`config.mk`:
```
export PLATFORM = sky130hd
export DESIGN_NAME = char_lcd_number_formatter
export DESIGN_NICKNAME = d
export VERILOG_FILES = /design/src/hw/rtl/cln_pkg.sv /design/src/hw/rtl/cln_bcd_conv.sv /design/src/hw/rtl/char_lcd_number_formatter.sv
export SDC_FILE = /design/constraint.sdc
export NUM_CORES = 1
export LEC_CHECK = 0
export ABC_AREA = 0
export BUFFER_PORTS_ARGS = -buffer_cell sky130_fd_sc_hd__buf_2
export CORE_MARGIN = 1.5
export CORE_UTILIZATION = 40
export CTS_BUF_LIST = sky130_fd_sc_hd__clkbuf_16
export DETAILED_ROUTE_END_ITERATION = 7
export HOLD_SLACK_MARGIN = 0.1
export SKIP_LAST_GASP = 1
export SLEW_MARGIN = 20
export SYNTH_ARGS = -nofsm -noshare
export SYNTH_HDL_FRONTEND = slang
export SYNTH_HIERARCHICAL = 1
export SYNTH_SLANG_ARGS = --single-unit
export TNS_END_PERCENT = 50
```
`constraint.sdc`:
```
create_clock -name clk -period 2.69 [get_ports clk]
set_input_delay 0.1345 -clock clk [delete_from_list [all_inputs] [get_ports clk]]
set_output_delay 0.1345 -clock clk [all_outputs]
set_load 0.01 [all_outputs]
```
`src/hw/rtl/cln_pkg.sv`:
```
`default_nettype none

package cln_pkg;

  typedef struct packed {
    logic [2:0]  command;
    logic [1:0]  line;
    logic [4:0]  column;
    logic [15:0] number;
    logic [4:0]  digit_count;
    logic [7:0]  char_code;
  } in_item_t;

  typedef struct packed {
    logic [7:0] lcd_byte;
    logic       is_data;
    logic       last;
  } out_item_t;

  localparam logic [2:0] CMD_UDEC = 3'd0;
  localparam logic [2:0] CMD_SDEC = 3'd1;
  localparam logic [2:0] CMD_HEX  = 3'd2;
  localparam logic [2:0] CMD_BIN  = 3'd3;
  localparam logic [2:0] CMD_CHAR = 3'd4;

  localparam logic [1:0] LINE_ONE = 2'd1;
  localparam logic [1:0] LINE_TWO = 2'd2;

  localparam logic [7:0] LCD_SET_DDRAM = 8'h80;
  localparam logic [7:0] LCD_LINE2_OFS = 8'h40;

  localparam logic [7:0] ASCII_ZERO  = 8'h30;
  localparam logic [7:0] ASCII_A     = 8'h41;
  localparam logic [7:0] ASCII_PLUS  = 8'h2B;
  localparam logic [7:0] ASCII_MINUS = 8'h2D;

  localparam logic [4:0] MAX_DEC = 5'd5;
  localparam logic [4:0] MAX_HEX = 5'd4;
  localparam logic [4:0] MAX_BIN = 5'd16;

  // Five BCD digits hold any 16-bit value.
  localparam int BCD_DIGITS = 5;
  localparam int BCD_BITS   = 4 * BCD_DIGITS;

  function automatic logic [7:0] digit_ascii(input logic [3:0] d);
    logic [7:0] r;
    if (d < 4'd10) begin
      r = ASCII_ZERO + {4'b0, d};
    end else begin
      r = ASCII_A + {4'b0, d} - 8'd10;
    end
    return r;
  endfunction

endpackage

`default_nettype wire

```
`src/hw/rtl/cln_bcd_conv.sv`:
```
`default_nettype none

// Bit-serial binary to BCD (shift and add-3), one value bit per cycle.
module cln_bcd_conv #(
  parameter int NUMBER_WIDTH = 16
) (
  input  wire logic                            clk,
  input  wire logic                            rst_n,
  input  wire logic                            start,
  input  wire logic [NUMBER_WIDTH-1:0]         value,
  output logic                                 busy,
  output logic [cln_pkg::BCD_BITS-1:0]         bcd
);
  import cln_pkg::*;

  localparam int CW = $clog2(NUMBER_WIDTH + 1);

  logic [CW-1:0]           cnt_r, cnt_nxt;
  logic [NUMBER_WIDTH-1:0] sh_r, sh_nxt;
  logic [BCD_BITS-1:0]     bcd_r, bcd_nxt;
  logic [BCD_BITS-1:0]     adj;

  always_comb begin
    for (int k = 0; k < BCD_DIGITS; k++) begin
      if (bcd_r[4*k +: 4] >= 4'd5) begin
        adj[4*k +: 4] = bcd_r[4*k +: 4] + 4'd3;
      end else begin
        adj[4*k +: 4] = bcd_r[4*k +: 4];
      end
    end
  end

  always_comb begin
    cnt_nxt = cnt_r;
    sh_nxt  = sh_r;
    bcd_nxt = bcd_r;
    if (start) begin
      cnt_nxt = CW'(NUMBER_WIDTH);
      sh_nxt  = value;
      bcd_nxt = '0;
    end else if (cnt_r != '0) begin
      cnt_nxt = cnt_r - CW'(1);
      sh_nxt  = {sh_r[NUMBER_WIDTH-2:0], 1'b0};
      bcd_nxt = {adj[BCD_BITS-2:0], sh_r[NUMBER_WIDTH-1]};
    end
  end

  always_ff @(posedge clk) begin
    if (!rst_n) begin
      cnt_r <= '0;
    end else begin
      cnt_r <= cnt_nxt;
    end
    sh_r  <= sh_nxt;
    bcd_r <= bcd_nxt;
  end

  assign busy = (cnt_r != '0);
  assign bcd  = bcd_r;

endmodule

`default_nettype wire

```
`src/hw/rtl/char_lcd_number_formatter.sv`:
```
`default_nettype none

// Channel   Direction  Payload                            Handshake
// in_       input      in_item_t (command .. char_code)   in_valid / in_ready
// out_      output     out_item_t (lcd_byte/is_data/last) out_valid / out_ready
//
// One item at a time: in_ready is high only while the sequencer is idle.
// After an item is accepted, decimal modes first pass the value through the
// bit-serial BCD converter; then one byte per cycle while out_ready is high.
// The output register lets the next item be accepted while the last byte waits.
// Reset (rst_n low, synchronous) empties the output register and idles the block.
module char_lcd_number_formatter #(
  parameter int NUMBER_WIDTH = 16
) (
  input  wire logic               clk,
  input  wire logic               rst_n,
  input  wire logic               in_valid,
  output logic                    in_ready,
  input  wire cln_pkg::in_item_t  in_data,
  output logic                    out_valid,
  input  wire logic               out_ready,
  output cln_pkg::out_item_t      out_data
);
  import cln_pkg::*;

  localparam int NW = NUMBER_WIDTH;

  localparam logic [1:0] ST_IDLE = 2'd0;
  localparam logic [1:0] ST_CONV = 2'd1;
  localparam logic [1:0] ST_EMIT = 2'd2;

  logic [1:0]          state_r, state_nxt;
  logic [2:0]          cmd_r, cmd_nxt;
  logic [1:0]          line_r, line_nxt;
  logic [4:0]          col_r, col_nxt;
  logic [7:0]          chr_r, chr_nxt;
  logic                neg_r, neg_nxt;
  logic [NW-1:0]       val_r, val_nxt;
  logic [4:0]          dig_left_r, dig_left_nxt;
  logic                pend_cur_r, pend_cur_nxt;
  logic                pend_sign_r, pend_sign_nxt;
  logic                pend_char_r, pend_char_nxt;
  logic                out_valid_r, out_valid_nxt;
  out_item_t           out_data_r, out_data_nxt;

  logic [31:0]         n32;
  logic [NW-1:0]       num_w;
  logic                in_neg;
  logic [NW-1:0]       in_mag;
  logic [4:0]          in_cnt;
  logic                accept;
  logic                conv_start;
  logic                conv_busy;
  logic [BCD_BITS-1:0] bcd;

  logic [31:0]         v32;
  logic [4:0]          idx;
  logic [3:0]          dig;
  logic [7:0]          cur_byte;
  logic                slot_free;
  logic                have_more;

  assign accept = in_valid && in_ready;
  assign n32    = {16'b0, in_data.number};
  assign num_w  = n32[NW-1:0];
  assign in_neg = (in_data.command == CMD_SDEC) && num_w[NW-1];
  assign in_mag = in_neg ? (~num_w + NW'(1)) : num_w;
  assign conv_start = accept &&
                      (in_data.command == CMD_UDEC || in_data.command == CMD_SDEC);

  always_comb begin
    case (in_data.command) inside
      CMD_UDEC, CMD_SDEC: in_cnt = (in_data.digit_count > MAX_DEC) ? MAX_DEC
                                                                 : in_data.digit_count;
      CMD_HEX:            in_cnt = (in_data.digit_count > MAX_HEX) ? MAX_HEX
                                                                 : in_data.digit_count;
      CMD_BIN:            in_cnt = (in_data.digit_count > MAX_BIN) ? MAX_BIN
                                                                 : in_data.digit_count;
      default:            in_cnt = 5'd0;
    endcase
  end

  cln_bcd_conv #(
    .NUMBER_WIDTH(NW)
  ) u_bcd (
    .clk   (clk),
    .rst_n (rst_n),
    .start (conv_start),
    .value (in_mag),
    .busy  (conv_busy),
    .bcd   (bcd)
  );

  // Digit pick, most significant first
  always_comb begin
    v32 = '0;
    v32[NW-1:0] = val_r;
  end

  assign idx = dig_left_r - 5'd1;

  always_comb begin
    case (cmd_r) inside
      CMD_UDEC, CMD_SDEC: begin
        case (idx[2:0])
          3'd0:    dig = bcd[3:0];
          3'd1:    dig = bcd[7:4];
          3'd2:    dig = bcd[11:8];
          3'd3:    dig = bcd[15:12];
          3'd4:    dig = bcd[19:16];
          default: dig = 4'd0;
        endcase
      end
      CMD_HEX: dig = v32[{idx[1:0], 2'b00} +: 4];
      default: dig = {3'b0, v32[idx[3:0]]};
    endcase
  end

  // Wraps modulo 256, as for out-of-range columns
  assign cur_byte = LCD_SET_DDRAM |
                    (({3'b0, col_r} - 8'd1) + ((line_r == LINE_TWO) ? LCD_LINE2_OFS : 8'd0));

  assign slot_free = !out_valid_r || out_ready;
  assign have_more = pend_cur_r || pend_sign_r || (dig_left_r != 5'd0) || pend_char_r;

  always_comb begin
    state_nxt     = state_r;
    cmd_nxt       = cmd_r;
    line_nxt      = line_r;
    col_nxt       = col_r;
    chr_nxt       = chr_r;
    neg_nxt       = neg_r;
    val_nxt       = val_r;
    dig_left_nxt  = dig_left_r;
    pend_cur_nxt  = pend_cur_r;
    pend_sign_nxt = pend_sign_r;
    pend_char_nxt = pend_char_r;
    out_valid_nxt = out_valid_r && !out_ready;
    out_data_nxt  = out_data_r;

    unique case (state_r)
      ST_IDLE: begin
        if (accept) begin
          cmd_nxt       = in_data.command;
          line_nxt      = in_data.line;
          col_nxt       = in_data.column;
          chr_nxt       = in_data.char_code;
          neg_nxt       = in_neg;
          val_nxt       = in_mag;
          dig_left_nxt  = in_cnt;
          pend_cur_nxt  = (in_data.line == LINE_ONE) || (in_data.line == LINE_TWO);
          pend_sign_nxt = (in_data.command == CMD_SDEC);
          pend_char_nxt = (in_data.command == CMD_CHAR);
          state_nxt     = conv_start ? ST_CONV : ST_EMIT;
        end
      end
      ST_CONV: begin
        if (!conv_busy) begin
          state_nxt = ST_EMIT;
        end
      end
      ST_EMIT: begin
        if (!have_more) begin
          state_nxt = ST_IDLE;
        end else if (slot_free) begin
          out_valid_nxt = 1'b1;
          if (pend_cur_r) begin
            pend_cur_nxt         = 1'b0;
            out_data_nxt.lcd_byte = cur_byte;
            out_data_nxt.is_data  = 1'b0;
            out_data_nxt.last     = !pend_sign_r && (dig_left_r == 5'd0) && !pend_char_r;
          end else if (pend_sign_r) begin
            pend_sign_nxt         = 1'b0;
            out_data_nxt.lcd_byte = neg_r ? ASCII_MINUS : ASCII_PLUS;
            out_data_nxt.is_data  = 1'b1;
            out_data_nxt.last     = (dig_left_r == 5'd0);
          end else if (dig_left_r != 5'd0) begin
            dig_left_nxt          = dig_left_r - 5'd1;
            out_data_nxt.lcd_byte = digit_ascii(dig);
            out_data_nxt.is_data  = 1'b1;
            out_data_nxt.last     = (dig_left_r == 5'd1);
          end else begin
            pend_char_nxt         = 1'b0;
            out_data_nxt.lcd_byte = chr_r;
            out_data_nxt.is_data  = 1'b1;
            out_data_nxt.last     = 1'b1;
          end
          if (out_data_nxt.last) begin
            state_nxt = ST_IDLE;
          end
        end
      end
      default: state_nxt = ST_IDLE;
    endcase
  end

  always_ff @(posedge clk) begin
    if (!rst_n) begin
      state_r     <= ST_IDLE;
      out_valid_r <= 1'b0;
      pend_cur_r  <= 1'b0;
      pend_sign_r <= 1'b0;
      pend_char_r <= 1'b0;
      dig_left_r  <= '0;
    end else begin
      state_r     <= state_nxt;
      out_valid_r <= out_valid_nxt;
      pend_cur_r  <= pend_cur_nxt;
      pend_sign_r <= pend_sign_nxt;
      pend_char_r <= pend_char_nxt;
      dig_left_r  <= dig_left_nxt;
    end
    cmd_r      <= cmd_nxt;
    line_r     <= line_nxt;
    col_r      <= col_nxt;
    chr_r      <= chr_nxt;
    neg_r      <= neg_nxt;
    val_r      <= val_nxt;
    out_data_r <= out_data_nxt;
  end

  assign in_ready  = (state_r == ST_IDLE);
  assign out_valid = out_valid_r;
  assign out_data  = out_data_r;

endmodule

`default_nettype wire

```
==> impl_metrics.yaml <==
worst_setup_path:
  worst_setup_path_start_kind: "flip-flop"
  crit_required_ns: 2.79
  path_class: "reg -> reg"
  cp-end-kind: "flip-flop"
  path_max_fanout: 6
  critPathArrivalTime_ns: 2.61
timing:
  fin_crit_sh_pct: 93.1
  hold_violations: 0
  min_period_ns: 2.50
  fmax_ghz: 0.399
  fin_skew_ns: 0.00812
  maxSlewHeadroom_pct: 58.7
  slew_viol_final: 0
  finalSetupViolCount: 0
  tightest_slew_ns: 0.619
  rsz0062_at_grt: "no"
  fin_setup_tns_ns: 0
  finalHoldWorstSlack_ns: 0.117
cts:
  clkTransAtPathRegs_ns: 0.07
  cts_root_buffer: "clkbuf_16"
  clk_latency_ns: 0.35
  cts_buffers: 9
  numClockSinks: 97
  cts_tree: "yes"
  cts_htree_levels: 3
  cts.path.max_buffers: 2
synthesis:
  synth_xor_area_share_pct: 3.97
  synth_top_area_cell: "edfxtp_1"
  synth-simple-area-share_pct: 16.5
  yosysWarnings: 6
  synth_top_area_share_pct: 33.4
  ys_types: 67
  synth_async_sr_flop_share_pct: 0
  synth_edf_count: 61
  synth_top_family_by_area: "simple AND/OR/NAND/NOR gates"
  synth_ff_type: "edfxtp_1"
  synth_compound_area_share_pct: 15.1
  synth.avg_cell_area_sq_um: 10.5
  synthAdderAreaFrac_pct: 4.34
  synth.area.top_cells: "edfxtp_1, dfxtp_1, ha_1"
  syn_nets: 586
  yosysSeqAreaShare_pct: 46.6
  synth_cells: 524
  yosys-mux-area-fraction_pct: 7.92
  syn_area_sq_um: 5480
  ys_ff_latch: 97
cells_and_area:
  area_growth_pct: 19.7
  drive_gt1_share_pct: 20.9
  antenna_cells: 0
  final_core_util_pct: 49.3
  finalNonFillerCells: 788
  fin_nets: 669
placed_design:
  dp_cells: 749
  io_buffers: 54
  dp.final_hpwl_microns: 8730
  place_congestion: 0.821
die:
  die_w_microns: 120
  rows: 42
  die_h_microns: 120
  core-area_sq_um: 13300
  die_area_sq_um: 14400
  start_util_pct: 41.2
  num_io_pins: 55
global_routing:
  grt_max_degree: 55
  grt_first_pass_wirelength_microns: 19900
  grt_overflow_total: 0
  antenna_found_initial: 0
  grt_use_total_pct: 17.6
  grt_pass1_vias: 4011
pwr:
  peakVddDrop_mv: 0.402
  leakage_uw: 0.00253
  power_density_nw_per_um2: 921
job:
  cap_violations: 0
route:
  wl_microns: 12100
  firstDrtPassIters: 5
  drt_first_iter_violations: 305
  route.detailed.vias_per_inst: 5.38
  vias: 4237
  drc: 0
  wl_per_cell_microns: 15.4
  ant_nets: 0
run_status:
  status: "complete, no violations"
min_path:
  hold_class: "in -> reg"
==> registers in the layout (all words and copies together), names as in the netlist <==
name	count
u_bcd/bcd	20
u_bcd/sh_r	16
val_r	16
out_data	10
chr_r	8
col_r	5
dig_left_r	5
u_bcd/cnt_r	5
cmd_r	3
line_r	2
state_r	2
neg_r	1
out_valid	1
pend_char_r	1
pend_cur_r	1
pend_sign_r	1
==> layout make-up <==
cell class	instances	area, sq um
inverters	42	158
multi-input cells	364	2670
well taps	176	220
repair buffers	93	651
clock inverters	7	75.1
clock buffers	9	225
flip-flops and latches	97	2560
fillers	1219	6740
==> final timing paths <==
path                 startpoint          end  slack [ns]  cells after the start
hold / removal      in_data[37]     cmd_r[1]        0.12                      1
hold reg to reg      state_r[1]   state_r[0]        0.49                      1
setup / recovery  dig_left_r[0]  out_data[8]        0.19                     13
setup reg to reg  dig_left_r[0]  out_data[8]        0.19                     13
==> Yosys cell counts, types with 5 or more instances <==
library cell,count
inv_1,39
xnor2_1,8
ha_1,19
or3_1,24
nand2_1,37
mux4_1,6
nand3_1,12
o21ai_0,25
mux2_2,17
a32oi_1,5
a21oi_1,22
edfxtp_1,61
nor2b_1,18
o2111ai_1,11
o211ai_1,11
a22oi_1,7
dfxtp_1,36
nand2b_1,8
nor3_1,8
o21a_1,6
xor2_1,15
buf_6,7
nor2_1,42
clkbuf_1,7
==> cells by family after synthesis <==
| family | Yosys count |
|---|---|
| fa+ha+maj | 19 |
| xor+xnor | 24 |
| mux | 29 |
| buf+inv | 63 |
| compound gates | 120 |
| simple gates | 172 |
| flops | 97 |
==> metrics by stage <==
step | area [sq um] | power, uW | worst slack (ns)
detailed placement | 5980 | 4680 | 0.0138
finish | 6560 | 6040 | 0.185
floorplan | 5490 | 4130 | 0.0107
CTS | 6490 | 6030 | 0.0116
global placement | 5980 | 4580 | 0.0676
global route | 6560 | 6490 | 0.00978
==> cells in the final DEF (no fill, tap or decap), types with 17 or more instances in the layout <==
cell type,n
dlygate4sd3_1,20
buf_2,54
inv_1,38
mux2_2,17
nand2_1,37
a21oi_1,22
nor2_1,42
o21ai_0,22
or3_1,24
nor2b_1,18
ha_1,17
edfxtp_1,61
dfxtp_1,35
==> power breakdown <==
| part | leakage, uW | internal, uW | switching (uW) |
|---|---|---|---|
| Clock | 0.000144 | 727 | 576 |
| Sequential | 0.000889 | 2090 | 313 |
| Combinational | 0.00150 | 1070 | 1270 |
==> critical path: stages, from the launching register on <==
cell	delay, ns
dfxtp_4	0.37
inv_2	0.05
ha_4	0.29
buf_4	0.14
mux4_2	0.29
o21bai_1	0.16
a32oi_1	0.20
o211a_1	0.20
ha_1	0.15
inv_1	0.05
o21ai_1	0.12
nor2_1	0.06
o21ai_1	0.11
o21ai_1	0.07
==> layer usage <==
layer | global-route usage (%) | wire length [microns]
met1 | 24.0 | 5810
met2 | 27.3 | 5560
met3 | 3.33 | 533
met5 | 0 | 0
met4 | 7.29 | 210
==> repair_timing <==
| item | 4_1_cts | 5_1_grt |
|---|---|---|
| pin swaps | 0 | 4 |
| gates resized for setup | 1 | 11 |
| hold endpoints to repair | 21 | 0 |
| endpoints found under the setup margin | 1 | 3 |
| hold buffers | 20 | 0 |
| setup buffers | 0 | 3 |
No activity file was read; power rests on OpenSTA's default activity.
